$ cat config.mk
export PLATFORM = sky130hd
export DESIGN_NAME = hps_front_flat
export DESIGN_NICKNAME = d
export VERILOG_FILES = /design/src/sv/hermite_polyline_smoother_defines.svh /design/src/sv/hps_pkg.sv /design/src/sv/hps_if.sv /design/src/sv/hps_front.sv /design/src/flat_wrapper.sv
export SDC_FILE = /design/constraint.sdc
export NUM_CORES = 1
export LEC_CHECK = 0
export BUFFER_PORTS_ARGS = -buffer_cell sky130_fd_sc_hd__buf_2
export CAP_MARGIN = 5
export CORE_MARGIN = 3
export CORE_UTILIZATION = 35
export CTS_CLUSTER_SIZE = 30
export DETAILED_ROUTE_END_ITERATION = 12
export HOLD_SLACK_MARGIN = 0.08
export PLACE_DENSITY = 0.69
export SYNTH_ARGS = -nofsm -noshare
export SYNTH_HDL_FRONTEND = slang
export SYNTH_SLANG_ARGS = --single-unit
$ cat constraint.sdc
create_clock -name clk -period 4.76 [get_ports clk]
set_clock_uncertainty 0.2 [all_clocks]
set_input_delay 0.952 -clock clk [delete_from_list [all_inputs] [get_ports clk]]
set_output_delay 0.952 -clock clk [all_outputs]
set_load 0.03 [all_outputs]
$ cat src/sv/hermite_polyline_smoother_defines.svh
// Assertion macros used by the smoother top level.
`ifndef HERMITE_POLYLINE_SMOOTHER_DEFINES_SVH
`define HERMITE_POLYLINE_SMOOTHER_DEFINES_SVH

`ifndef SYNTHESIS
// Checked property, disabled while reset is asserted.
`define HPS_ASSERT(lbl, clk, rstn, prop) \
  lbl: assert property (@(posedge clk) disable iff (!rstn) prop) \
    else $error("hps check failed");
// Checked property, also evaluated during reset.
`define HPS_ASSERT_ALWAYS(lbl, clk, prop) \
  lbl: assert property (@(posedge clk) prop) \
    else $error("hps check failed");
`else
`define HPS_ASSERT(lbl, clk, rstn, prop)
`define HPS_ASSERT_ALWAYS(lbl, clk, prop)
`endif

`endif

$ cat src/sv/hps_pkg.sv
// Types and constants of the Hermite polyline smoother.
`default_nettype none

package hps_pkg;

  localparam int COORD_W = 16;   // input coordinate
  localparam int TAN_W   = 17;   // tangent (difference of two coordinates)
  localparam int OUT_W   = 18;   // curve coordinate
  localparam int W_W     = 18;   // basis weight, Q2.16
  localparam int PROD_W  = 35;   // weight times tangent
  localparam int SUM_W   = 36;
  localparam int ACC_W   = 37;

  // segment queue
  localparam int QDEPTH  = 4;
  localparam int QPTR_W  = 2;
  localparam int QCNT_W  = 3;

  // one curve segment: end points, tangents, and the run end mark
  typedef struct packed {
    logic signed [COORD_W-1:0] ax;
    logic signed [COORD_W-1:0] ay;
    logic signed [COORD_W-1:0] bx;
    logic signed [COORD_W-1:0] by;
    logic signed [TAN_W-1:0]   tax;
    logic signed [TAN_W-1:0]   tay;
    logic signed [TAN_W-1:0]   tbx;
    logic signed [TAN_W-1:0]   tby;
    logic                      last;
  } seg_t;

  // segments pushed by the front in one cycle (zero, one or two)
  typedef struct packed {
    logic [1:0] n;
    seg_t       s0;
    seg_t       s1;
  } push_t;

  // queue status toward the front
  typedef struct packed {
    logic [QCNT_W-1:0] cnt;
  } qstat_t;

  // queue head toward the back
  typedef struct packed {
    logic valid;
    seg_t seg;
  } qhead_t;

endpackage

`default_nettype wire

$ cat src/sv/hps_if.sv
// Handshake channels of the smoother: input points and curve samples.
`default_nettype none

interface hps_point_if import hps_pkg::*; ();
  logic                      valid;
  logic                      ready;
  logic signed [COORD_W-1:0] point_x;
  logic signed [COORD_W-1:0] point_y;
  logic                      final_point;

  modport source (output valid, point_x, point_y, final_point, input ready);
  modport sink   (input valid, point_x, point_y, final_point, output ready);
endinterface


`default_nettype wire

$ cat src/sv/hps_front.sv
// Front end: point history, segment classification and tangent setup.
`default_nettype none

module hps_front import hps_pkg::*; (
  input  wire logic   clk,
  input  wire logic   rst_n,
  hps_point_if.sink   in_pt,
  input  wire qstat_t q_stat,
  output push_t       push
);

  logic signed [COORD_W-1:0] hx_r [3];
  logic signed [COORD_W-1:0] hy_r [3];
  logic [1:0]                ps_r;
  logic                      acc;
  logic                      fin;
  logic signed [COORD_W-1:0] nx, ny;
  seg_t                      mid_seg, close_seg, pair_seg;
  logic [1:0]                n_seg;

  function automatic logic signed [TAN_W-1:0] tdiff(
    input logic signed [COORD_W-1:0] a,
    input logic signed [COORD_W-1:0] b
  );
    tdiff = TAN_W'(a) - TAN_W'(b);
  endfunction

  // room for two segments lets a closing point always go through
  assign in_pt.ready = (q_stat.cnt <= QCNT_W'(QDEPTH - 2));
  assign acc = in_pt.valid && in_pt.ready;
  assign fin = in_pt.final_point;
  assign nx  = in_pt.point_x;
  assign ny  = in_pt.point_y;

  // candidate segments
  always_comb begin
    // segment ending at the newest stored point
    mid_seg.ax   = hx_r[1];
    mid_seg.ay   = hy_r[1];
    mid_seg.bx   = hx_r[2];
    mid_seg.by   = hy_r[2];
    mid_seg.tax  = (ps_r == 2'd2) ? tdiff(hx_r[2], hx_r[1]) : tdiff(hx_r[2], hx_r[0]);
    mid_seg.tay  = (ps_r == 2'd2) ? tdiff(hy_r[2], hy_r[1]) : tdiff(hy_r[2], hy_r[0]);
    mid_seg.tbx  = tdiff(nx, hx_r[1]);
    mid_seg.tby  = tdiff(ny, hy_r[1]);
    mid_seg.last = !fin;
    // closing segment to the final point
    close_seg.ax   = hx_r[2];
    close_seg.ay   = hy_r[2];
    close_seg.bx   = nx;
    close_seg.by   = ny;
    close_seg.tax  = tdiff(nx, hx_r[1]);
    close_seg.tay  = tdiff(ny, hy_r[1]);
    close_seg.tbx  = tdiff(nx, hx_r[2]);
    close_seg.tby  = tdiff(ny, hy_r[2]);
    close_seg.last = 1'b1;
    // two-point polyline: both tangents are the chord
    pair_seg.ax   = hx_r[2];
    pair_seg.ay   = hy_r[2];
    pair_seg.bx   = nx;
    pair_seg.by   = ny;
    pair_seg.tax  = tdiff(nx, hx_r[2]);
    pair_seg.tay  = tdiff(ny, hy_r[2]);
    pair_seg.tbx  = pair_seg.tax;
    pair_seg.tby  = pair_seg.tay;
    pair_seg.last = 1'b1;
  end

  // classification by points seen so far
  always_comb begin
    push.s0 = mid_seg;
    push.s1 = close_seg;
    n_seg   = 2'd0;
    case (ps_r)
      2'd0: n_seg = 2'd0;
      2'd1: begin
        push.s0 = pair_seg;
        n_seg   = fin ? 2'd1 : 2'd0;
      end
      2'd2, 2'd3: n_seg = fin ? 2'd2 : 2'd1;
      default: n_seg = 2'd0;
    endcase
    push.n = acc ? n_seg : 2'd0;
  end

  // point history
  always_ff @(posedge clk) begin
    if (!rst_n) begin
      ps_r <= 2'd0;
      for (int i = 0; i < 3; i++) begin
        hx_r[i] <= '0;
        hy_r[i] <= '0;
      end
    end else if (acc) begin
      if (fin) begin
        ps_r <= 2'd0;
        for (int i = 0; i < 3; i++) begin
          hx_r[i] <= '0;
          hy_r[i] <= '0;
        end
      end else begin
        hx_r[0] <= hx_r[1];
        hy_r[0] <= hy_r[1];
        hx_r[1] <= hx_r[2];
        hy_r[1] <= hy_r[2];
        hx_r[2] <= nx;
        hy_r[2] <= ny;
        if (ps_r != 2'd3) ps_r <= ps_r + 2'd1;
      end
    end
  end

endmodule

`default_nettype wire

$ cat src/flat_wrapper.sv
// flat-port wrapper written by rule: the top's interface ports become plain ports
module hps_front_flat import hps_pkg::*;
  (clk, rst_n, q_stat, push, in_pt_valid, in_pt_point_x, in_pt_point_y, in_pt_final_point, in_pt_ready);
  hps_point_if in_pt_i ();
  input  wire logic clk;
  input  wire logic rst_n;
  input  wire qstat_t q_stat;
  output push_t push;
  input wire logic [$bits(in_pt_i.valid)-1:0] in_pt_valid;
  input wire logic [$bits(in_pt_i.point_x)-1:0] in_pt_point_x;
  input wire logic [$bits(in_pt_i.point_y)-1:0] in_pt_point_y;
  input wire logic [$bits(in_pt_i.final_point)-1:0] in_pt_final_point;
  output wire logic [$bits(in_pt_i.ready)-1:0] in_pt_ready;
  assign in_pt_i.valid = in_pt_valid;
  assign in_pt_i.point_x = in_pt_point_x;
  assign in_pt_i.point_y = in_pt_point_y;
  assign in_pt_i.final_point = in_pt_final_point;
  assign in_pt_ready = in_pt_i.ready;
  hps_front u_core (.clk(clk), .rst_n(rst_n), .in_pt(in_pt_i), .q_stat(q_stat), .push(push));
endmodule
==> impl_summary.md <==
Cells and area
The repair_antennas step left the layout with diodes totalling 0. The post-synthesis to final-layout area growth is 21.5%. The multi-input combinational cells in the finished layout cover a total of between 6000 and 7000 µm².

The flip-flop and latch area is just under 3000 µm². In the final layout, the share of cells above drive strength 1 is 28.2%. The final design utilization is 43.8%. The final net count is approximately 1700.

After filler insertion, the fill cell instance count of the layout stands at about 2900.

Logic synthesis
The number of synthesized flops with an enable pin is 96. The biggest area contributor in the post-synthesis netlist is edfxtp_1. The most common cell in the synthesized netlist is nand2_1. Sorting the synthesized cells by area gives the leading types as edfxtp_1 (27%), ha_1 (12%), o21ai_0 (6.1%). The fraction of registers with async set/reset is 0%. The commonest cells after synthesis are nand2_1 (156), o21ai_0 (128), and2_1 (101), ha_1 (99), inv_1 (99).

After synthesis, the netlist uses between 60 and 70 different library cells. When the netlist entered floorplanning its net count stood at between 1000 and 1500. Sequential elements use roughly 28% of the synthesized area. The average instance in the mapped netlist occupies ~8.4 µm². The post-synthesis sequential element count is 98. During synthesis, Yosys emitted a total of 0 warnings. The summed instance area of the synthesized netlist is around 10000 µm². The post-synthesis instance total is approximately 1300.

The fraction of post-synthesis cell area in the top cell type by area is between 20% and 30%. In the synthesized netlist the dominant register cell turns out to be edfxtp_1.

Critical path
At the worst endpoint, the required time is 3610 ps. The critical path endpoint category is an output port. The maximum fanout along the worst path is 4. The family with the most delay on the worst path is buffers and inverters. The depth of the worst register-to-register path is 6. In this design, the stage delay of the slowest critical-path cell is around 360 ps. The critical setup path kind is register to output port. In this design, the critical path's most frequently occurring cell is buf_4. The slowest stage of the critical path belongs to the cell fa_2. Counting buffers and inverters, the worst setup path is 21 cells deep. The count of buffering cells on the critical path with inverters included is 14.

The signal on the critical path passes through inv_2 -> ha_4 -> mux2_4 -> ha_4 -> inv_2 -> fa_2 -> a211oi_4 -> buf_4 -> buf_4 -> buf_4 -> buf_4 -> buf_4 -> buf_4 -> buf_4 -> buf_4 -> buf_4 -> buf_4 -> buf_4 -> nor2_2 -> o31ai_2 -> buf_4. The arrival time of the worst setup path is 3570 ps. The category of the worst setup path launch point is a register.

STA
Across all hold checks on the routed design, the worst slack comes to about 400 ps. The number of pins exceeding their max-slew limit in the final report came to 0. The peak clock frequency supported by timing is ~210 MHz.

The shortest clock period the worst path allows after layout is 4720 ps. Setup violations remaining at the end of the flow were counted as 0. For the pin with the worst max-slew slack, the measured transition is a little under 900 ps. Setup repair after global routing could not meet its margin everywhere. The final count of hold timing violations is 0. Measured against its own limit, the worst slew margin works out to 40.4%. After layout, the worst path uses between 90% and 100% of the clock period.

Power and ir drop
The combinational share of power is ~57%. Net switching is about half of the power. Per report_power, the clock group accounts for approximately 18% of the total. The reported net switching power is between 2 and 2.5 mW.

Across the VDD grid, the largest voltage drop is 194 µV. The sequential power share is between 20% and 30%. In this run the static leakage power is 5.78 nW. The design draws around 4.2 mW.

The internal power component is between 2 and 2.5 mW. The power density of the placed cells is ~330 nW/µm².

Min path
The worst hold path belongs to the class register to register. Along the worst hold path, the cell count comes to 1.

Clocking
After clock tree synthesis, the clock-pin slew on the worst setup and hold paths is 80 ps. The root cell of the clock tree is clkbuf_16. The longest clock path from root to sink contains 2 buffers. The total number of H-tree levels is 3. Clock tree synthesis found a total of 98 sinks. The clock reaches the later pin of the worst-skew pair after approximately 350 ps.

TritonCTS built the clock tree. The count of hold buffers inserted by post-cts repair is 0. The TritonCTS buffer count is 9.

Global route
The remaining global-route overflow is 0. The initial antenna violation count is 0. The total global routing track utilization is just over 20%. The number of global-route vias before repair came to around 9600. The maximum number of pins on one net before global-route repair is 187. The first-pass GRT wire length is 52300 µm.

Run
Across the run, the number of max-cap violations was 0.

Drt
The first TritonRoute pass finished after 5 iterations. After the first detailed-routing iteration, the DRC count stood at roughly 670. The remaining antenna violation count after routing is 0. The remaining routing DRC violations is 0. The final wirelength is 34500 µm. The via count normalized by instance count is 5.29. Summing over every cut layer, the via total after detailed routing is around 10000. The final routed wire length divided by cell count is around 18 µm.

Placed design
At the end of routability-driven placement, the weighted congestion stood at just under 1. The half-perimeter wire length after detailed placement is 26600 µm. Port buffering added 306 buffers.

Floorplan
The number of ports placed on the die boundary is 308. The site row count is 62. The initial utilization of the core area, before any placement, comes to 36.1%. The vertical die dimension is about 180 µm. The core area is 29100 µm². The floorplan step defined a die boundary enclosing roughly 32000 µm². The floorplan step set the die width to 179 µm.

Outcome
The flow ran to the end, and the final reports show no timing, DRC or antenna violations.
==> layer usage <==
metal  vias up  wire [µm]  GRT usage (%)
met5         -          0              0
met4         0       1080           7.57
met3        73       2300           2.52
met2       432      16500           35.7
met1      4709      14600           26.5
li1       4827          -              -
==> registers in the layout, summed over array words and instances, names as in the netlist <==
name / count
u_core.hy_r: 48
u_core.ps_r: 2
u_core.hx_r: 48
==> power by group through the flow <==
stage	registers [mW]	clock network (mW)	logic, mW
after floorplan	1.06	0	1.68
after global placement	1.07	0	2.30
after detailed placement	1.07	0	2.32
after CTS	1.05	0.802	2.37
after global routing	1.06	0.835	2.58
final	1.05	0.782	2.41
==> placed cells by master, fill, tap and decap left out, types with 20 or more instances in the layout <==
cell type  instances
edfxtp_1          96
inv_1             97
nand2_1          155
buf_2            301
mux2i_1           36
nor2_1            53
xnor2_1           51
o21a_1            25
o21ai_0          124
xor2_1            20
and2_1           101
a21o_1            24
buf_4             39
ha_1              95
a21oi_1           57
==> final cells by class <==
class / instances / area share (%)
Inverter: 100 / 2.94
Multi-Input combinational cell: 953 / 52.8
Tap cell: 384 / 3.77
Clock inverter: 7 / 0.589
Timing Repair Buffer: 347 / 15.1
Clock buffer: 9 / 1.77
Sequential cell: 98 / 23.0
==> path summary, 6_finish.rpt <==
path	startpoint	to	slack, ps
max	u_core.ps_r[0]	push[189]	40
min	u_core.hy_r[0][31]	u_core.hy_r[0][15]	390
max reg2reg	u_core.ps_r[1]	u_core.ps_r[0]	3260
min reg2reg	u_core.hy_r[0][31]	u_core.hy_r[0][15]	390
==> per-stage QoR <==
step / cells / instance area [µm²] / setup slack, ps / TNS [ps]
2_1_floorplan: 1255 / 10500 / 22.5 / 0
3_3_place_gp: 1864 / 12100 / 95.9 / 0
3_5_place_dp: 1864 / 12100 / 31.5 / 0
4_1_cts: 1897 / 12600 / -99.2 / -160
5_1_grt: 1898 / 12800 / -83.0 / -197
6_report: 1898 / 12800 / 37.9 / 0
==> repair_timing <==
| action | 4_1_cts | 5_1_grt |
|---|---|---|
| endpoints found under the setup margin | 12 | 21 |
| pin swaps | 6 | 10 |
| buffers inserted | 17 | 1 |
| resized for setup | 17 | 28 |
| hold endpoints to repair | 0 | 0 |
==> cells by family (layout without fill, tap and decap cells) <==
| logic type | after synthesis | in the layout | share of synthesized area, % |
|---|---|---|---|
| xor+xnor | 72 | 72 | 6.01 |
| simple gates | 391 | 391 | 18.3 |
| compound gates | 330 | 330 | 19.8 |
| fa+ha+maj | 105 | 105 | 13.0 |
| mux | 54 | 54 | 5.38 |
| other cells | 1 | 1 | 0.0357 |
| buf+inv | 204 | 463 | 9.62 |
| flops | 98 | 98 | 27.9 |
Note: power is estimated with default switching activity, not from simulation.
