--- src/sv/hermite_polyline_smoother_defines.svh ---
// Assertion macros used by the smoother top level.
`ifndef HERMITE_POLYLINE_SMOOTHER_DEFINES_SVH
`define HERMITE_POLYLINE_SMOOTHER_DEFINES_SVH

`ifndef SYNTHESIS
// Checked property, disabled while reset is asserted.
`define HPS_ASSERT(lbl, clk, rstn, prop) \
  lbl: assert property (@(posedge clk) disable iff (!rstn) prop) \
    else $error("hps check failed");
// Checked property, also evaluated during reset.
`define HPS_ASSERT_ALWAYS(lbl, clk, prop) \
  lbl: assert property (@(posedge clk) prop) \
    else $error("hps check failed");
`else
`define HPS_ASSERT(lbl, clk, rstn, prop)
`define HPS_ASSERT_ALWAYS(lbl, clk, prop)
`endif

`endif

--- src/sv/hps_pkg.sv ---
// Types and constants of the Hermite polyline smoother.
`default_nettype none

package hps_pkg;

  localparam int COORD_W = 16;   // input coordinate
  localparam int TAN_W   = 17;   // tangent (difference of two coordinates)
  localparam int OUT_W   = 18;   // curve coordinate
  localparam int W_W     = 18;   // basis weight, Q2.16
  localparam int PROD_W  = 35;   // weight times tangent
  localparam int SUM_W   = 36;
  localparam int ACC_W   = 37;

  // segment queue
  localparam int QDEPTH  = 4;
  localparam int QPTR_W  = 2;
  localparam int QCNT_W  = 3;

  // one curve segment: end points, tangents, and the run end mark
  typedef struct packed {
    logic signed [COORD_W-1:0] ax;
    logic signed [COORD_W-1:0] ay;
    logic signed [COORD_W-1:0] bx;
    logic signed [COORD_W-1:0] by;
    logic signed [TAN_W-1:0]   tax;
    logic signed [TAN_W-1:0]   tay;
    logic signed [TAN_W-1:0]   tbx;
    logic signed [TAN_W-1:0]   tby;
    logic                      last;
  } seg_t;

  // segments pushed by the front in one cycle (zero, one or two)
  typedef struct packed {
    logic [1:0] n;
    seg_t       s0;
    seg_t       s1;
  } push_t;

  // queue status toward the front
  typedef struct packed {
    logic [QCNT_W-1:0] cnt;
  } qstat_t;

  // queue head toward the back
  typedef struct packed {
    logic valid;
    seg_t seg;
  } qhead_t;

endpackage

`default_nettype wire

--- src/sv/hps_queue.sv ---
// Segment queue between front and back; takes up to two segments a cycle.
`default_nettype none

module hps_queue import hps_pkg::*; (
  input  wire logic  clk,
  input  wire logic  rst_n,
  input  wire push_t push,
  input  wire logic  pop,
  output qstat_t     q_stat,
  output qhead_t     q_head
);

  seg_t              ent_r [QDEPTH];
  logic [QPTR_W-1:0] wr_r, rd_r;
  logic [QCNT_W-1:0] cnt_r;

  assign q_stat.cnt   = cnt_r;
  assign q_head.valid = (cnt_r != '0);
  assign q_head.seg   = ent_r[rd_r];

  // entries
  always_ff @(posedge clk) begin
    if (push.n != 2'd0) ent_r[wr_r] <= push.s0;
    if (push.n == 2'd2) ent_r[wr_r + QPTR_W'(1)] <= push.s1;
  end

  // pointers and fill count
  always_ff @(posedge clk) begin
    if (!rst_n) begin
      wr_r  <= '0;
      rd_r  <= '0;
      cnt_r <= '0;
    end else begin
      wr_r  <= wr_r + QPTR_W'(push.n);
      rd_r  <= rd_r + QPTR_W'(pop);
      cnt_r <= cnt_r + QCNT_W'(push.n) - QCNT_W'(pop);
    end
  end

endmodule

`default_nettype wire

--- config.mk ---
export PLATFORM = sky130hd
export DESIGN_NAME = hps_queue
export DESIGN_NICKNAME = d
export VERILOG_FILES = /design/src/sv/hermite_polyline_smoother_defines.svh /design/src/sv/hps_pkg.sv /design/src/sv/hps_queue.sv
export SDC_FILE = /design/constraint.sdc
export NUM_CORES = 1
export LEC_CHECK = 0
export ABC_AREA = 0
export BUFFER_PORTS_ARGS = -buffer_cell sky130_fd_sc_hd__clkbuf_2
export CAP_MARGIN = 20
export CORE_MARGIN = 5
export CORE_UTILIZATION = 55
export DETAILED_ROUTE_END_ITERATION = 6
export GPL_TIMING_DRIVEN = 0
export PLACE_DENSITY = 0.76
export SYNTH_ARGS = -nofsm -noshare
export SYNTH_HDL_FRONTEND = slang
export SYNTH_SLANG_ARGS = --single-unit
--- constraint.sdc ---
create_clock -name clk -period 14.35 [get_ports clk]
set_clock_uncertainty 0.05 [all_clocks]
set_input_delay 2.87 -clock clk [delete_from_list [all_inputs] [get_ports clk]]
set_output_delay 2.87 -clock clk [all_outputs]
set_load 0.02 [all_outputs]
==> metrics.md, run 1 <==
| Metric | Value |
|---|---|
| Buffers from clock root to sink, at most | 3 |
| Crit path launch type | flip-flop |
| Synth top area share | 61.73% |
| Static power due to leakage | about 11 nW |
| Worst slack, placed | 8.719 ns |
| H-tree depth | 2 |
| WL per Instance | about 26 µm |
| Setup-failing EPs final | 0 |
| Die X-Extent | ~230 µm |
| Floorplan die area | a little over 0.05 mm² |
| Antenna violations before repair | 16 |
| Count of cells along the worst register-to-register path | 9 |
| Dominant cell type by count on the critical path | sky130_fd_sc_hd__clkbuf_1 |
| Hold path start | rd_r[0] |
| Total power after layout | 4.122 mW |
| First-pass GRT wire length | around 95 mm |
| Share of flip-flops with an asynchronous set or reset after synthesis | 0% |
| Classification of the worst setup path | flip-flop to output pin |
| CTS resizes | 0 |
| Part of the Yosys area used for sequential elements | between 60% and 70% |
| Tightest hold margin | around 0.54 ns |
| Hold Path Depth | 2 |
| Run status | finished clean |
| Number of nets in the layout | 2,092 |
| Die Y-Extent | 226.9 µm |
| Util after Layout | 66.45% |
| Clock tree from TritonCTS | done |
| EDFF count, synth | 532 |
| Ys flop type | sky130_fd_sc_hd__edfxtp_1 |
| TritonCTS buffer count | 55 |
| Distinct cell type count after synthesis | 26 |
| Setup repair after global routing missed its margin | false |
| Largest stage delay on the critical path | 0.65 ns |
| Worst reg2reg path startpoint | wr_r[1] |
| Synthesized net count | 1,605 |
| Worst hold path endpoint | rd_r[0] |
| Maximum Capacitance Violations | 0 |
| Later-pin clock latency in the skew report | 0.60 ns |
| Cells along the critical path | buf_2, clkbuf_1, clkbuf_1, mux4_2, clkbuf_2 |
| Clock tree root buffer cell | sky130_fd_sc_hd__clkbuf_16 |
| Synthesized netlist cell count | 1,328 |
| Final weighted congestion in routability-driven placement | 0.7610 |
| Total power per unit cell area | about 130 mW/mm² |
| Sinks on the clock net | between 500 and 600 |
| Final design area excluding fillers | 0.03094 mm² |
| Number of setup buffers added after CTS | 0 |
| Area added between synthesis and finish | 19.54% |
| DRT Pass-1 Iters | 5 |
| Synth Register Bits | roughly 540 |
| Worst rel slew slack | 45.09% |
| Site row count | 79 |
| Worst flop-to-flop path endpoint | ent_r[2][43] |
| Top-level I/O count | 408 |
| Largest net degree at the start of global routing | 28 |
| Maximum frequency from static timing analysis | roughly 170 MHz |
| Layout cell share with drive strength beyond 1 | 63.40% |
| Number of global-route vias before repair | 15,430 |
| Least setup slack across all paths after layout | 8.357 ns |
| Number of input and output port buffers inserted | around 400 |
| Via count of the routed design | 14,650 |
| Period utilization | 41.76% |
| Maximum ir drop on the vdd rail | 0.1417 mV |
| Largest fanout of any net on the critical path | 10 |
| Violation count after the first detailed-route iteration | 1,265 |
| Sum Neg Setup Slack | 0 ns |
| Cts hold-fix bufs | 0 |
| Most used standard cells in the synthesized netlist | sky130_fd_sc_hd__edfxtp_1, sky130_fd_sc_hd__mux2_2, sky130_fd_sc_hd__mux4_2 |
| Synth top area cells | sky130_fd_sc_hd__edfxtp_1, sky130_fd_sc_hd__mux2_2, sky130_fd_sc_hd__mux4_2 |
| Mean cell area of the mapped netlist | 19.49 µm² |
| Final routed wirelength across all metal layers | 64.39 mm |
| Count of placed standard cells in the final layout, fillers left out | 2,474 |
| Core Box Area | 0.04656 mm² |
| Required @ worst endpoint | 11.43 ns |
| Library cell with the highest instance count after synthesis | sky130_fd_sc_hd__edfxtp_1 |
| Antenna violation net count after detailed routing | 0 |
| Starting Density | approximately 56% |
| Cell type contributing the most total cell area after synthesis | sky130_fd_sc_hd__edfxtp_1 |
| Worst-case register-to-register setup slack | 11.32 ns |
| DRC violation count after routing | 0 |
| Total overflow reported by the global router | 0 |
| Classification of the worst-slack hold path | flip-flop to flip-flop |
| Clock transition at path regs | 0.06 ns |
| Data arrival time of the worst path | 3.07 ns |
| Crit end category | output pin |
| Worst Tran Pin Value | 0.8206 ns |
| Final Hold Viols | 0 |
| Final Critical Period | 5.993 ns |
| Slowest library cell on the worst path | sky130_fd_sc_hd__clkbuf_1 |
| Post-place instance area | 0.02924 mm² |
| Cell area after synthesis | 0.02588 mm² |
| Number of cells in the design after placement | about 2,400 |
| Synthesis warning total | 0 |
| Global-route usage over all layers | 24.52% |
| Routed vias/inst | 5.920 |
| Final number of max-transition violations | 0 |
| Post-DP HPWL | 44.43 mm |
-- power by group --
part	internal (mW)	switching (mW)
sequential	1.93	0.0366
combinational	0.344	0.442
clock	0.776	0.594
-- worst max path at each step --
stage | from | endpoint | slack [ns] | depth (start not counted)
global route | rd_r[0] | q_head[131] | 8.17 | 5
finish | rd_r[1] | q_head[131] | 8.36 | 5
CTS | rd_r[0] | q_head[70] | 8.24 | 5
global placement | push[266] | ent_r[0][49] | -7.29 | 3
detailed placement | push[266] | ent_r[2][46] | 8.72 | 9
floorplan | push[267] | ent_r[0][0] | 1.08 | 3
-- routing by layer --
layer,up-vias,GRT usage [%],part of all wire [%]
li1,6502,-,-
met1,7529,32.64,39
met2,489,40.39,50
met3,109,7.108,8.6
met4,16,6.229,2.4
met5,-,0,0.16
-- area by class of cell --
cell class	instances	area [µm²]
antenna	9	22.52
buffer	91	478.0
clock buffer	79	1496
clock inverter	21	183.9
fill	3206	15620
inverter	6	22.52
multi-input combinational	692	9303
sequential	539	16120
tap	607	759.5
timing repair buffer	430	2557
-- layout by cell type, fill, tap and decap left out --
master / synthesis / routed
sky130_fd_sc_hd__or3_1: 1 / 1
sky130_fd_sc_hd__clkbuf_8: 0 / 3
sky130_fd_sc_hd__xor2_1: 1 / 1
sky130_fd_sc_hd__mux4_2: 133 / 133
sky130_fd_sc_hd__o21ai_4: 0 / 1
sky130_fd_sc_hd__and2_1: 5 / 5
sky130_fd_sc_hd__inv_6: 0 / 3
sky130_fd_sc_hd__buf_16: 0 / 6
sky130_fd_sc_hd__fa_1: 1 / 1
sky130_fd_sc_hd__clkbuf_2: 0 / 406
sky130_fd_sc_hd__nor2_4: 0 / 2
sky130_fd_sc_hd__clkinv_2: 0 / 6
sky130_fd_sc_hd__diode_2: 0 / 9
sky130_fd_sc_hd__xnor3_1: 2 / 2
sky130_fd_sc_hd__mux2_1: 70 / 70
sky130_fd_sc_hd__mux2_2: 462 / 462
sky130_fd_sc_hd__nand4b_1: 1 / 1
sky130_fd_sc_hd__and4bb_2: 1 / 1
sky130_fd_sc_hd__buf_4: 14 / 14
sky130_fd_sc_hd__buf_12: 0 / 18
sky130_fd_sc_hd__clkinv_1: 0 / 8
sky130_fd_sc_hd__o21bai_1: 2 / 1
sky130_fd_sc_hd__buf_6: 1 / 1
sky130_fd_sc_hd__clkbuf_1: 13 / 34
sky130_fd_sc_hd__ha_1: 5 / 5
sky130_fd_sc_hd__o21bai_4: 0 / 1
sky130_fd_sc_hd__nor4bb_1: 1 / 1
sky130_fd_sc_hd__mux2i_1: 1 / 1
sky130_fd_sc_hd__bufinv_16: 0 / 3
sky130_fd_sc_hd__nor4b_4: 1 / 1
sky130_fd_sc_hd__edfxtp_1: 532 / 532
sky130_fd_sc_hd__buf_1: 2 / 2
sky130_fd_sc_hd__nor2b_1: 2 / 2
sky130_fd_sc_hd__buf_2: 61 / 61
sky130_fd_sc_hd__dfxtp_1: 7 / 7
sky130_fd_sc_hd__clkbuf_16: 0 / 55
sky130_fd_sc_hd__inv_1: 6 / 6
sky130_fd_sc_hd__clkinvlp_4: 0 / 1
-- critical path: cells and delay by family (launching register included) --
family | cells | cell delay (ns)
buf+inv | 4 | 1.75
flops | 1 | 0.30
mux | 1 | 0.42
-- logic make-up after synthesis --
family / count (synthesis) / share of synthesized area [%]
and+or+nand+nor: 14 / 0.4351
adders and majority gates: 6 / 0.3191
AOI/OAI and AO/OA: 3 / 0.07732
xor gates and xnor gates: 3 / 0.2079
muxes: 666 / 34.76
buffers and inverters: 97 / 1.934
DFF: 539 / 62.27
-- sequential cells by signal, summed over array words and instances, names as in the netlist --
signal and flops:
wr_r 2, rd_r 2, ent_r 532, q_stat 3
Power figures use the tool's default switching activity.
==> inputs of run 2 (changes only) <==
- ABC_AREA: 0 -> 1
- clock period: 14.35 -> 5.7 ns (I/O delays scaled with it)
==> run 2 against run 1 <==
Against the previous run: the run now ends with DRC left; cell count grew 65%; worst hold slack hardly changed; first-iteration DRC count grew to 2.6 times the previous value; register-to-register slack got worse by 8.3 ns; count of clock-buffer cells in the layout decreased by 12; critical path type unchanged.
==> metrics.md, run 2 <==
| Metric | Value |
|---|---|
| Cts hold-fix bufs | 0 (unchanged) |
| Crit path launch type | flip-flop |
| Total power per unit cell area | 329.3 mW/mm² (+150%) |
| Worst Tran Pin Value | 1.192 ns (+0.3713 ns) |
| Die X-Extent | 230.9 µm (+1.7%) |
| WL per Instance | 21.28 µm (-18%) |
| First-pass GRT wire length | 129.5 mm (+36%) |
| Distinct cell type count after synthesis | 24 (-7.7%) |
| Floorplan die area | 0.05331 mm² (+3.5%) |
| Number of nets in the layout | 3,680 (+76%) |
| Most common cell after layout, fill and taps aside | sky130_fd_sc_hd__nand2_1 |
| Mean cell area of the mapped netlist | 9.161 µm² (-53%) |
| Synthesis warning total | 0 (unchanged) |
| Most used standard cells in the synthesized netlist | sky130_fd_sc_hd__nand2_1, sky130_fd_sc_hd__o21ai_0, sky130_fd_sc_hd__edfxtp_1 |
| Cell area after synthesis | 0.02683 mm² (+3.7%) |
| Number of input and output port buffers inserted | 407 (+0.25%) |
| Util after Layout | 65.10% (-1.4 points) |
| Top-level I/O count | 408 (unchanged) |
| Data arrival time of the worst path | 2.92 ns (-0.15 ns) |
| Maximum frequency from static timing analysis | 243.5 MHz |
| Number of setup buffers added after CTS | 0 (unchanged) |
| Maximum Capacitance Violations | 0 (unchanged) |
| Site row count | 81 (+2.5%) |
| Count of placed standard cells in the final layout, fillers left out | 4,083 (+65%) |
| Static power due to leakage | 14.24 nW (+29%) |
| Largest net degree at the start of global routing | 60 (+110%) |
| Violation count after the first detailed-route iteration | 3,291 (+160%) |
| Setup-failing EPs final | 0 (unchanged) |
| Max reg flops | 532 (unchanged) |
| Setup repair after global routing missed its margin | false |
| Post-DP HPWL | 58.07 mm (+31%) |
| Worst rel slew slack | 20.54% (-25 points) |
| Commonest cells after routing, fill and taps aside | sky130_fd_sc_hd__nand2_1, sky130_fd_sc_hd__o21ai_0, sky130_fd_sc_hd__edfxtp_1, sky130_fd_sc_hd__inv_1, sky130_fd_sc_hd__clkbuf_2 |
| Synthesized net count | 3,206 (+100%) |
| Synthesized netlist cell count | 2,929 (+120%) |
| Antenna violation net count after detailed routing | 0 (unchanged) |
| Total overflow reported by the global router | 0 (unchanged) |
| CTS resizes | 0 (unchanged) |
| Synth top area cells | sky130_fd_sc_hd__edfxtp_1, sky130_fd_sc_hd__o21ai_0, sky130_fd_sc_hd__nand2_1 |
| Synth Register Bits | 539 (unchanged) |
| Library cell with the highest instance count after synthesis | sky130_fd_sc_hd__nand2_1 |
| Seq. cell area | 0.01612 mm² (unchanged) |
| Clock tree root buffer cell | sky130_fd_sc_hd__clkbuf_16 |
| DRT Pass-1 Iters | 7 (+2) |
| Cell type contributing the most total cell area after synthesis | sky130_fd_sc_hd__edfxtp_1 |
| Required @ worst endpoint | 4.51 ns (-6.92 ns) |
| Worst hold path endpoint | rd_r[0] |
| Starting Density | 55.16% (-0.43 points) |
| Clock transition at path regs | 0.06 ns (about the same) |
| Worst flop-to-flop path endpoint | ent_r[2][61] |
| Buffers from clock root to sink, at most | 3 (unchanged) |
| DRC violation count after routing | 1 (+1) |
| Crit end category | output pin |
| Violations in the final reports | DRC |
| Number of cells in the design after placement | 3,967 (+68%) |
| Clock tree from TritonCTS | done |
| H-tree depth | 2 (unchanged) |
| Final number of max-transition violations | 0 (unchanged) |
| Sum Neg Setup Slack | 0 ns (unchanged) |
| Area added between synthesis and finish | 18.03% |
| Hold path start | rd_r[0] |
| Hold Path Depth | 3 (+1) |
| Later-pin clock latency in the skew report | 0.61 ns (about the same) |
| Part of the Yosys area used for sequential elements | 60.06% (-2.2 points) |
| Final weighted congestion in routability-driven placement | 0.8589 (+13%) |
| Layout cell share with drive strength beyond 1 | 17.86% (-46 points) |
| Filler cell count | 3,920 (+22%) |
| Classification of the worst setup path | flip-flop to output pin |
| Antenna violations before repair | 13 (-3) |
| Run status | finished, violations left |
| Tightest hold margin | 0.5363 ns (-0.00005000 ns) |
| Multi-input logic area | 0.008269 mm² (-11%) |
| TritonCTS buffer count | 56 (+1.8%) |
| Classification of the worst-slack hold path | flip-flop to flip-flop |
| Via count of the routed design | 23,750 (+62%) |
| Routed vias/inst | 5.818 (-1.7%) |
| Period utilization | about 70% |
| Largest fanout of any net on the critical path | 10 (unchanged) |
| Ys flop type | sky130_fd_sc_hd__edfxtp_1 |
| Share of flip-flops with an asynchronous set or reset after synthesis | 0% (unchanged) |
| Number of global-route vias before repair | 23,190 (+50%) |
| Core Box Area | 0.04865 mm² (+4.5%) |
| Worst-case register-to-register setup slack | 3.03 ns (-8.29 ns) |
| Synth top area share | 59.54% (-2.2 points) |
| Die Y-Extent | 230.9 µm (+1.7%) |
| EDFF count, synth | 532 (unchanged) |
| Sinks on the clock net | 539 (unchanged) |
| Final Critical Period | 4.106 ns |
| Final routed wirelength across all metal layers | 86.90 mm (+35%) |
| Count of cells along the worst register-to-register path | 6 (-3) |
| Final Hold Viols | 0 (unchanged) |
| Largest reg by FF count | ent_r |
| Maximum ir drop on the vdd rail | 0.2499 mV (+76%) |
| Global-route usage over all layers | 31.44% (+6.9 points) |
| Worst reg2reg path startpoint | wr_r[0] |
[run 2: changes by cell type in the layout (fill, tap and decap cells not counted), sizes merged, moves of 17 or more]
cell    before  now
inv          9  417
o211ai       0  133
a21oi        0  135
buf        102  126
mux2       532    0
clkbuf     498  562
mux4       133    0
o21ai        1  665
clkinv      14   31
nand2        0  818
[run 2: report_power, final]
group,internal (mW),switching (mW)
sequential,4.80,0.0813
clock,1.96,1.56
combinational,0.571,1.46
total,7.33,3.10
[run 2: kinds of logic (layout without fill, tap and decap cells)]
logic type / after synthesis / count (layout) / synth area share, %
buf+inv: 619 / 1139 / 9.237
simple gates: 831 / 831 / 11.72
flops: 539 / 539 / 60.06
other cells: 0 / 12 / 0
fa+ha+maj: 6 / 6 / 0.3078
xor+xnor: 1 / 1 / 0.03265
compound gates: 933 / 933 / 18.64
[run 2: critical path, stage by stage, from the launching register on]
cell and delay [ns]:
sky130_fd_sc_hd__dfxtp_1 0.30, sky130_fd_sc_hd__buf_2 0.15, sky130_fd_sc_hd__clkbuf_1 0.83, sky130_fd_sc_hd__buf_1 0.52, sky130_fd_sc_hd__a21oi_1 0.08, sky130_fd_sc_hd__o21ai_0 0.12, sky130_fd_sc_hd__nand2_1 0.12, sky130_fd_sc_hd__clkbuf_2 0.17
[run 2: final cells by class]
cell class | count | share of cell area (%)
clock inverters | 37 | 0.8138
diodes | 12 | 0.09482
multi-input cells | 1771 | 26.11
flip-flops and latches | 539 | 50.89
plain buffers | 205 | 2.920
repair buffers | 416 | 7.190
clock buffers | 67 | 4.622
well taps | 622 | 2.457
inverters | 414 | 4.907
[run 2: worst max path at each step]
stage	start	end	depth (start not counted)
after floorplan	push[267]	ent_r[2][0]	5
after global placement	push[267]	ent_r[2][87]	6
after detailed placement	push[267]	ent_r[0][89]	8
after CTS	rd_r[1]	q_head[55]	7
after global routing	rd_r[1]	q_head[68]	7
final	rd_r[1]	q_head[122]	7
[run 2: per-stage QoR]
step / power (mW) / instance area (µm²) / worst slack (ns)
final: 10.43 / 31670 / 1.594
after detailed placement: 6.964 / 29920 / 2.121
after floorplan: 6.143 / 26830 / 0.6696
after CTS: 10.41 / 31640 / 1.609
after global placement: 6.948 / 29650 / -2.372
after global routing: 10.79 / 31660 / 1.433
[run 2: metal layers]
metal  share of wire, %  vias to the layer above  global-route usage (%)
met5              0.084                        -                       0
met2                 48                     1532                   51.70
met3                 12                      275                   7.232
met1                 36                    11100                   40.08
met4                4.3                        8                   14.17
li1                   -                    10840                       -
==> inputs of run 3 (changes only) <==
- clock period: 5.7 -> 4.15 ns (I/O delays scaled with it)
==> run 3 against run 2 <==
Against the previous run: the flow now finishes without violations; global-route usage grew 0.12 points; setup slack lost 1.3 ns; cell count shrank 0.32%; clock power grew 45%; highest routed layer unchanged; register-to-register slack lost 1.5 ns; sequential power grew 38%; die area is the same; non-clock buffer count shrank 5.
==> metrics.md, run 3 (synthesis gave the netlist of run 2 again) <==
| Metric | Value |
|---|---|
| Antenna violations before repair | 10 (-3) |
| TritonCTS buffer count | 55 (-1.8%) |
| Maximum frequency from static timing analysis | between 200 and 300 MHz |
| Static power due to leakage | 14.22 nW (-0.14%) |
| Max reg flops | 532 (unchanged) |
| First-pass GRT wire length | 130.3 mm (+0.64%) |
| Data arrival time of the worst path | 2.94 ns (+0.02 ns) |
| Classification of the worst setup path | flip-flop to output pin |
| Area added between synthesis and finish | 17.96% (about the same) |
| Starting Density | 55.16% (unchanged) |
| Maximum Capacitance Violations | 0 (unchanged) |
| Site row count | 81 (unchanged) |
| Worst slack, placed | 0.9800 ns (-1.141 ns) |
| Top-level I/O count | 408 (unchanged) |
| Part of the total power dissipated in combinational logic | 19.0% (-0.4 points) |
| Relative contribution of sequential cells to total power | 46.0% (-0.8 points) |
| Sum Neg Setup Slack | 0 ns (unchanged) |
| Crit end category | output pin |
| Net switching fraction of the power | 29.02% (-0.68 points) |
| Later-pin clock latency in the skew report | 0.61 ns (about the same) |
| Clock transition at path regs | 0.06 ns (about the same) |
| Number of setup buffers added after CTS | 0 (unchanged) |
| Routed vias/inst | 5.821 (about the same) |
| Worst rel slew slack | 24.19% (+3.7 points) |
| Core Box Area | 0.04865 mm² (unchanged) |
| Setup-failing EPs final | 0 (unchanged) |
| Total overflow reported by the global router | 0 (unchanged) |
| Antenna violation net count after detailed routing | 0 (unchanged) |
| Die X-Extent | 230.9 µm (unchanged) |
| Final Hold Viols | 0 (unchanged) |
| Commonest cells after routing, fill and taps aside | sky130_fd_sc_hd__nand2_1, sky130_fd_sc_hd__o21ai_0, sky130_fd_sc_hd__edfxtp_1, sky130_fd_sc_hd__inv_1, sky130_fd_sc_hd__clkbuf_2 |
| Final routed wirelength across all metal layers | 87.31 mm (+0.47%) |
| Internal Pwr Total | 10.34 mW (+41%) |
| Clock tree from TritonCTS | done |
| Buffers from clock root to sink, at most | 3 (unchanged) |
| Floorplan die area | 0.05331 mm² (unchanged) |
| Number of nets in the layout | 3,674 (-0.16%) |
| Final Critical Period | between 3 and 4 ns |
| Final weighted congestion in routability-driven placement | 0.8683 (+1.1%) |
| DRT Pass-1 Iters | 7 (unchanged) |
| Via count of the routed design | 23,690 (-0.27%) |
| Proportion of power drawn by the clock network | 35.0% (+1.2 points) |
| Sinks on the clock net | 539 (unchanged) |
| Die Y-Extent | 230.9 µm (unchanged) |
| Maximum ir drop on the vdd rail | 0.3052 mV (+22%) |
| DRC violation count after routing | 0 (-1) |
| Net load switching power | 4.226 mW (+36%) |
| Global-route usage over all layers | 31.57% (+0.12 points) |
| Final number of max-transition violations | 0 (unchanged) |
| Setup repair after global routing missed its margin | false |
| Run status | finished clean |
| Layout cell share with drive strength beyond 1 | 17.65% (-0.21 points) |
| Largest net degree at the start of global routing | 92 (+53%) |
| CTS resizes | 0 (unchanged) |
| Clock tree root buffer cell | sky130_fd_sc_hd__clkbuf_16 |
| Worst Tran Pin Value | 1.137 ns (-0.05479 ns) |
| Largest reg by FF count | ent_r |
| Most common cell after layout, fill and taps aside | sky130_fd_sc_hd__nand2_1 |
| H-tree depth | 2 (unchanged) |
| Total power per unit cell area | 460.1 mW/mm² (+40%) |
| Least setup slack across all paths after layout | 0.3342 ns (-1.259 ns) |
| Tightest hold margin | 0.4535 ns (-0.08276 ns) |
| Classification of the worst-slack hold path | primary input to flip-flop |
| Period utilization | 91.95% |
| Violation count after the first detailed-route iteration | 3,416 (+3.8%) |
| Cts hold-fix bufs | 0 (unchanged) |
| WL per Instance | 21.45 µm (+0.79%) |
| Largest fanout of any net on the critical path | 10 (unchanged) |
| Post-DP HPWL | 56.79 mm (-2.2%) |
| Crit path launch type | flip-flop |
| Number of input and output port buffers inserted | 407 (unchanged) |
| Required @ worst endpoint | 3.27 ns (-1.24 ns) |
| Number of global-route vias before repair | 22,970 (-0.93%) |
-- run 3: cell count changes in the layout (fill, tap and decap cells not counted), moves of 2 or more --
cell / change
sky130_fd_sc_hd__inv_6: -2
sky130_fd_sc_hd__nand2_8: +4
sky130_fd_sc_hd__bufinv_16: +5
sky130_fd_sc_hd__diode_2: -3
sky130_fd_sc_hd__nand2_4: -4
sky130_fd_sc_hd__clkinv_2: -5
sky130_fd_sc_hd__buf_16: -4
-- run 3: stage by stage --
stage	utilization (%)	total power, mW	std cells	area [µm²]
3_3_place_gp	60.97	9.478	3958	29660
5_1_grt	65.03	15.05	4064	31640
2_1_floorplan	-	8.402	2929	26840
4_1_cts	65.02	14.53	4061	31630
3_5_place_dp	61.31	9.537	3962	29820
6_report	65.06	14.56	4070	31650
-- run 3: final timing paths --
| path | start | end | slack, ns | depth (start not counted) |
|---|---|---|---|---|
| min | rst_n | rd_r[0] | 0.45 | 3 |
| max | rd_r[1] | q_head[75] | 0.33 | 7 |
| max reg2reg | wr_r[0] | ent_r[2][86] | 1.48 | 6 |
| min reg2reg | rd_r[0] | rd_r[0] | 0.52 | 3 |
-- run 3: metal layers --
layer / GRT usage [%] / wire, µm
met5: 0 / 78
met4: 13.22 / 3938
met3: 7.490 / 10470
met2: 52.04 / 41280
met1: 40.40 / 31540
-- run 3: power groups by stage --
stage	combinational [mW]	sequential, mW	clock [mW]
6_report	2.76	6.71	5.09
5_1_grt	2.99	6.74	5.32
4_1_cts	2.74	6.71	5.09
3_5_place_dp	2.72	6.82	0
3_3_place_gp	2.61	6.87	0
2_1_floorplan	1.57	6.83	0
-- run 3: area by class of cell --
cell class                 count  area [µm²]
antenna                        9       22.52
inverter                     414        1554
sequential                   539       16120
buffer                       205       924.6
clock buffer                  67        1464
fill                        3876       17000
multi-input combinational   1771        8304
clock inverter                32       341.6
tap                          622       778.2
timing repair buffer         411        2147
-- run 3: worst max-delay path, cell delays in order, from the launching register on --
cell and delay, ns:
sky130_fd_sc_hd__dfxtp_1 0.30, sky130_fd_sc_hd__buf_2 0.14, sky130_fd_sc_hd__clkbuf_1 0.85, sky130_fd_sc_hd__buf_1 0.51
sky130_fd_sc_hd__a21oi_1 0.09, sky130_fd_sc_hd__o21ai_0 0.12, sky130_fd_sc_hd__nand2_1 0.12, sky130_fd_sc_hd__clkbuf_2 0.18
